## src/design/ippc_pkg.sv

```systemverilog
`timescale 1ns / 1ps

package ippc_pkg;

	localparam int ADDR_W = 32;
	localparam int PLEN_W = 6;
	localparam int IDX_W  = 5;

	typedef enum logic [1:0] {
		OP_APPEND = 2'd0,
		OP_LOOKUP = 2'd1,
		OP_CLEAR  = 2'd2
	} opcode_t;

	typedef struct packed {
		logic [ADDR_W-1:0] addr;
		logic [PLEN_W-1:0] prefix;
		logic              policy;
	} rule_t;

	typedef struct packed {
		logic  en;
		rule_t rule;
	} wr_t;

	typedef struct packed {
		logic [ADDR_W-1:0] key;
		logic              found;
		logic [IDX_W-1:0]  idx;
		logic              verdict;
	} tok_t;

	function automatic logic [ADDR_W-1:0] prefix_mask(input logic [PLEN_W-1:0] plen);
		logic [ADDR_W-1:0] m;
		if (plen >= PLEN_W'(ADDR_W)) begin
			m = '1;
		end else begin
			m = ~({ADDR_W{1'b1}} >> plen);
		end
		return m;
	endfunction

endpackage

```

## src/design/ippc_cell.sv

```systemverilog
`timescale 1ns / 1ps

module ippc_cell import ippc_pkg::*; #(
	parameter int IDX   = 0,
	parameter int CNT_W = 6
) (
	input  logic             clk,
	input  logic             arst_n,
	input  logic [CNT_W-1:0] count,
	input  wr_t              wr,
	input  logic             in_valid,
	input  tok_t             in_tok,
	output logic             out_valid,
	output tok_t             out_tok
);

	rule_t             rule_q;
	logic              valid_q;
	tok_t              tok_q;
	logic              active;
	logic              hit;
	logic [ADDR_W-1:0] mask;
	tok_t              tok_d;

	// rule slot, written on append when it is the tail
	always_ff @(posedge clk) begin
		if (wr.en && count == CNT_W'(IDX)) begin
			rule_q <= wr.rule;
		end
	end

	assign active = count > CNT_W'(IDX);
	assign mask   = prefix_mask(rule_q.prefix);
	assign hit    = active && ((in_tok.key & mask) == (rule_q.addr & mask));

	always_comb begin
		tok_d = in_tok;
		if (!in_tok.found && hit) begin
			tok_d.found   = 1'b1;
			tok_d.idx     = IDX_W'(IDX);
			tok_d.verdict = ~rule_q.policy;
		end
	end

	always_ff @(posedge clk or negedge arst_n) begin
		if (!arst_n) begin
			valid_q <= 1'b0;
		end else begin
			valid_q <= in_valid;
		end
	end

	always_ff @(posedge clk) begin
		tok_q <= tok_d;
	end

	assign out_valid = valid_q;
	assign out_tok   = tok_q;

endmodule

```

## src/design/ipv4_prefix_policy_classifier.sv

```systemverilog
`timescale 1ns / 1ps
// append, clear and unused codes: result strobed in the cycle after the accepting edge,
// busy stays low, so one such transaction per cycle while no lookup holds busy high
// lookup: the key steps through one rule cell per cycle, result strobed as the key leaves
// the last cell, busy while the lookup is in flight, next lookup taken only after that result
// reset empties the table and drops any lookup in flight; rule contents are not cleared

module ipv4_prefix_policy_classifier import ippc_pkg::*; #(
	parameter int MAX_RULES = 32
) (
	input  logic        clk,
	input  logic        arst_n,
	input  logic        start,
	output logic        busy,
	input  logic [1:0]  opcode,
	input  logic [31:0] address,
	input  logic [5:0]  prefix_len,
	input  logic        policy_bit,
	output logic        strobe,
	output logic        apply_verdict,
	output logic        rule_matched,
	output logic [4:0]  matched_index,
	output logic        status
);

	localparam int CNT_W = $clog2(MAX_RULES + 1);

	logic [CNT_W-1:0]   count_q;
	logic               busy_q;
	logic               nl_strobe_q;
	logic               nl_status_q;
	logic               accept;
	logic               full;
	wr_t                wr;
	logic [MAX_RULES:0] chain_valid;
	tok_t               chain_tok [0:MAX_RULES];
	logic [PLEN_W-1:0]  plen_sat;
	opcode_t            op;

	assign op     = opcode_t'(opcode);
	assign accept = start && !busy_q;
	assign full   = count_q >= CNT_W'(MAX_RULES);

	assign plen_sat = (prefix_len > PLEN_W'(ADDR_W)) ? PLEN_W'(ADDR_W) : prefix_len;

	assign wr.en          = accept && op == OP_APPEND && !full;
	assign wr.rule.addr   = address;
	assign wr.rule.prefix = plen_sat;
	assign wr.rule.policy = policy_bit;

	assign chain_valid[0]       = accept && op == OP_LOOKUP;
	assign chain_tok[0].key     = address;
	assign chain_tok[0].found   = 1'b0;
	assign chain_tok[0].idx     = '0;
	assign chain_tok[0].verdict = 1'b0;

	for (genvar i = 0; i < MAX_RULES; i++) begin : g_cell
		ippc_cell #(
			.IDX   (i),
			.CNT_W (CNT_W)
		) u_cell (
			.clk       (clk),
			.arst_n    (arst_n),
			.count     (count_q),
			.wr        (wr),
			.in_valid  (chain_valid[i]),
			.in_tok    (chain_tok[i]),
			.out_valid (chain_valid[i+1]),
			.out_tok   (chain_tok[i+1])
		);
	end

	always_ff @(posedge clk or negedge arst_n) begin
		if (!arst_n) begin
			count_q     <= '0;
			busy_q      <= 1'b0;
			nl_strobe_q <= 1'b0;
		end else begin
			nl_strobe_q <= accept && op != OP_LOOKUP;
			if (chain_valid[MAX_RULES]) begin
				busy_q <= 1'b0;
			end else if (accept && op == OP_LOOKUP) begin
				busy_q <= 1'b1;
			end
			if (accept) begin
				case (op)
					OP_APPEND: begin
						if (!full) begin
							count_q <= count_q + 1'b1;
						end
					end
					OP_CLEAR: begin
						count_q <= '0;
					end
					default: begin
						count_q <= count_q;
					end
				endcase
			end
		end
	end

	always_ff @(posedge clk) begin
		nl_status_q <= op == OP_APPEND && full;
	end

	assign busy          = busy_q;
	assign strobe        = nl_strobe_q | chain_valid[MAX_RULES];
	assign apply_verdict = chain_valid[MAX_RULES] & chain_tok[MAX_RULES].verdict;
	assign rule_matched  = chain_valid[MAX_RULES] & chain_tok[MAX_RULES].found;
	assign matched_index = chain_valid[MAX_RULES] ? chain_tok[MAX_RULES].idx : '0;
	assign status        = nl_strobe_q & nl_status_q;

	a_single_result: assert property (@(posedge clk) disable iff (!arst_n)
		!(nl_strobe_q && chain_valid[MAX_RULES]))
		else $error("two results in one cycle");

	a_one_token: assert property (@(posedge clk) disable iff (!arst_n)
		$onehot0(chain_valid[MAX_RULES:1]))
		else $error("more than one lookup in the cell row");

	a_busy_token: assert property (@(posedge clk) disable iff (!arst_n)
		busy_q == (|chain_valid[MAX_RULES:1]))
		else $error("busy out of step with lookup in flight");

	a_count_range: assert property (@(posedge clk) disable iff (!arst_n)
		count_q <= CNT_W'(MAX_RULES))
		else $error("rule count beyond table size");

endmodule
```

## config.mk

```make
export PLATFORM = sky130hd
export DESIGN_NAME = ipv4_prefix_policy_classifier
export DESIGN_NICKNAME = d
export VERILOG_FILES = /design/src/design/ippc_pkg.sv /design/src/design/ippc_cell.sv /design/src/design/ipv4_prefix_policy_classifier.sv
export SDC_FILE = /design/constraint.sdc
export NUM_CORES = 2
export LEC_CHECK = 0
export ABC_AREA = 1
export ABC_CLOCK_PERIOD_IN_PS = 5000
export BUFFER_PORTS_ARGS = -buffer_cell sky130_fd_sc_hd__buf_2
export CORE_MARGIN = 8
export CORE_UTILIZATION = 63
export CTS_CLUSTER_DIAMETER = 150
export DETAILED_ROUTE_END_ITERATION = 6
export PLACE_DENSITY = 0.79
export SLEW_MARGIN = 15
export SYNTH_ARGS = -nofsm -noshare
export SYNTH_HDL_FRONTEND = slang
export SYNTH_SLANG_ARGS = --single-unit
```

## constraint.sdc

```tcl
create_clock -name clk -period 5 [get_ports clk]
set_input_delay 1.25 -clock clk [delete_from_list [all_inputs] [get_ports clk]]
set_output_delay 1.25 -clock clk [all_outputs]
set_load 0.005 [all_outputs]
```

==> summary.md <==
| Metric | Value |
|---|---|
| Run status | `complete, but fails checks` |
| Failing checks | `design-rule violations` |
| Total global routing track utilization | `between 30% and 40%` |
| Yosys reg bits | `2474` |
| EDFF count, synth | `between 1000 and 1500` |
| Max VDD drop | `0.000390 V` |
| # port buffers | `53` |
| Min-delay worst type | `register to register` |
| # DRC | `11` |
| Vias per cell | `between 5 and 6` |
| Final WL | `between 200 and 300 mm` |
| Main flop type after synthesis | `edfxtp_1` |
| Total iterations of the first detailed-routing run | `7` |
| R2R Setup Slk | `roughly 1800 ps` |
| Startpoint types | `register` |
| Die area | `~0.16 sq mm` |
| Clock Power Share | `between 40% and 50%` |
| Max Clock Skew | `40.1 ps` |
| Die span in y | `roughly 400 um` |
| Syn avg cell area | `roughly 10 sq um` |
| Clock sink total | `around 2500` |
| Global-route wire length before repair | `roughly 400 mm` |
| Die X | `399 um` |
| Antenna Nets Post-Route | `0` |
| Hold depth | `0` |
| Crit. Startpoint | `count_q[5]` |
| Clk_lat worst skew | `about 850 ps` |
| Maximum clock path buffer count | `3` |
| Via count | `approximately 63000` |
| RSZ-0062 raised after global routing | `no` |
| Post_cts resized | `0` |
| Nature of the critical path endpoint | `register` |
| Netlist cell types | `44` |
| DR WL/cell | `around 25 um` |
| Synth warn | `0` |
| Slew HR | `around 28%` |
| Synthesized net count | `approximately 9000` |
| Root Driver | `clkbuf_16` |
| Worst-Margin Slew | `1080 ps` |
| Register area share after synthesis | `between 60% and 70%` |
| Fin. Hold Viols | `0` |
| Int Pwr | `32.8 mW` |
| Post-synthesis async set-or-reset flop share | `around 1.6%` |
| Total congestion overflow | `0` |
| CORE AREA | `approximately 0.15 sq mm` |
| Worst setup endpoint | `g_cell[10].u_cell.rule_q[13]` |
| Area growth, synth to finish | `12.2%` |
| Most frequent cells in the layout | `2810 x nand2_1, 1248 x edfxtp_1, 1186 x dfxtp_1` |
| Critical path class | `register to register` |
| Critical path arrival | `between 3000 and 4000 ps` |
| H-tree depth | `4` |
| Initial antenna violation count | `29` |
| Initial Util | `approximately 63%` |
| Total setup buffers inserted after CTS | `0` |
| Leak | `44.6 nW` |
| Mapped Cells | `approximately 8900` |
| CTS tree | `yes` |
| Clock transition at the registers of the reported paths | `about 70 ps` |
| Reg2reg path depth | `7` |
| Fraction of layout cells with a size suffix above 1 | `7.92%` |
| Final setup fails | `0` |
| Final net count | `about 9000` |
| Detail Placement HPWL | `194 mm` |
| Pwr dens | `409 mW/mm^2` |
| FP Rows | `between 100 and 150` |
| Num CTS Buffers | `approximately 230` |
| Combinational power share | `4.5%` |
| Worst r2r src | `count_q[5]` |
| I/O pins | `54` |
| Switching power | `approximately 9.5 mW` |
| Minimum clock period | `3180 ps` |
| WP data required | `5470 ps` |
| Hold_ws | `344 ps` |
| DRT iter0 DRCs | `roughly 7900` |
| Fmax | `about 310 MHz` |
| Placed Instances | `around 11000` |
| Post-route insts no fill | `approximately 11000` |
| MaxCap Viol Count | `0` |
| Mapped Area | `between 0.09 and 0.1 sq mm` |
| Post-CTS Hold Buffers | `0` |
| Final worst path period share | `around 64%` |
| Largest net degree at the start of global routing | `41` |
| Fraction of power consumed by sequential logic | `a little over half` |
| Maximum fanout along the worst path | `39` |
| Most common library cell in the layout ignoring fill and taps | `nand2_1` |
| Capture point of the worst reg-to-reg path | `g_cell[10].u_cell.rule_q[13]` |
| Max-slew violations | `0` |
| Number of global-route vias before repair | `between 60000 and 70000` |
| Sw Ratio | `22.5%` |
| GPL Wtd Cong | `0.996` |
registers in the layout (all words and copies together), names as in the netlist:
name	count
count_q	6
nl_status_q	1
busy	1
g_cell.u_cell.out_tok	1185
g_cell.u_cell.out_valid	32
nl_strobe_q	1
g_cell.u_cell.rule_q	1248
worst min-delay path by stage:
| stage | endpoint | start | slack, ps |
|---|---|---|---|
| floorplan | g_cell[10].u_cell.out_valid | g_cell[9].u_cell.out_valid | 330 |
| detailed placement | g_cell[17].u_cell.out_valid | g_cell[16].u_cell.out_valid | 330 |
| CTS | g_cell[17].u_cell.out_tok[29] | g_cell[16].u_cell.out_tok[29] | 350 |
| global placement | g_cell[25].u_cell.out_valid | g_cell[24].u_cell.out_valid | 340 |
| finish | g_cell[8].u_cell.out_valid | g_cell[7].u_cell.out_valid | 340 |
| global route | g_cell[8].u_cell.out_valid | g_cell[7].u_cell.out_valid | 350 |
Yosys cell counts (4+ instances only):
library cell | n | area share (%)
buf_2 | 37 | 0.20
clkinv_1 | 5 | 0.020
a21oi_1 | 89 | 0.48
o21bai_1 | 4 | 0.033
buf_6 | 10 | 0.12
nand2_4 | 5 | 0.061
or2_2 | 40 | 0.27
nand3_2 | 7 | 0.076
o21ai_0 | 203 | 1.1
nor2_1 | 762 | 3.1
o21a_1 | 6 | 0.049
nand2_1 | 2810 | 11
inv_2 | 26 | 0.11
nand3_1 | 531 | 2.9
nor2_2 | 28 | 0.19
a21boi_0 | 15 | 0.12
dfxtp_1 | 1186 | 26
nand3b_1 | 16 | 0.13
buf_4 | 21 | 0.17
o211ai_1 | 4 | 0.033
nand2_2 | 29 | 0.20
o21ai_1 | 17 | 0.092
xor2_1 | 616 | 5.9
clkbuf_2 | 8 | 0.043
nand4_1 | 50 | 0.34
clkbuf_1 | 12 | 0.049
nor3_1 | 15 | 0.081
edfxtp_1 | 1248 | 41
inv_1 | 829 | 3.4
dfrtp_1 | 40 | 1.1
nor2_4 | 38 | 0.46
xnor2_1 | 132 | 1.3
power by group through the flow:
stage	clock [mW]	sequential [mW]	combinational, mW
6_report	18.1	22.4	1.88
5_1_grt	18.9	22.4	1.98
4_1_cts	18.1	22.3	1.83
3_5_place_dp	0	22.8	1.82
3_3_place_gp	0	22.8	1.80
2_1_floorplan	0	22.5	0.891
per-stage QoR:
stage,setup slack (ps),util [%],TNS (ps),instance area (sq um),power (mW)
finish,1820,71.0,0,103000,42.3
global route,1780,71.0,0,103000,43.3
CTS,1860,71.0,0,103000,42.3
detailed placement,1090,65.6,0,95500,24.6
global placement,1110,65.6,0,95500,24.6
floorplan,-31.2,-,-6060,92200,23.4
critical path, stage by stage (launching register included):
cell and delay, ps:
dfrtp_1 550, a21oi_1 240, inv_1 70, nor2_1 600, inv_2 350, buf_12 320
nor2_4 110, buf_4 500
cell families (layout without fill, tap and decap cells):
kind of cell	after synthesis	count (layout)	synth area share [%]
AOI/OAI and AO/OA	344	344	1.97
and+or+nand+nor	4336	4336	19.3
adders and majority gates	3	3	0.0407
other	0	11	0
xor gates and xnor gates	748	748	7.11
DFF	2474	2474	67.5
buffers and inverters	950	1440	4.10
routing by layer:
layer	GRT usage, %	share of wire, %	up-vias
met5	0	0	-
met4	14.2	4.8	0
met3	5.76	10	645
met2	54.6	45	3368
met1	47.2	40	29743
li1	-	-	28905
final cells by class:
class / instances / area [sq um]
Multi-Input combinational cell: 5431 / 26500
Clock inverter: 115 / 1290
Clock buffer: 317 / 6650
Sequential cell: 2474 / 62200
Inverter: 862 / 3240
Tap cell: 1917 / 2400
Antenna cell: 11 / 27.5
Timing Repair Buffer: 146 / 1140
Fill cell: 10543 / 42200
(Power assumes the default switching activity.)
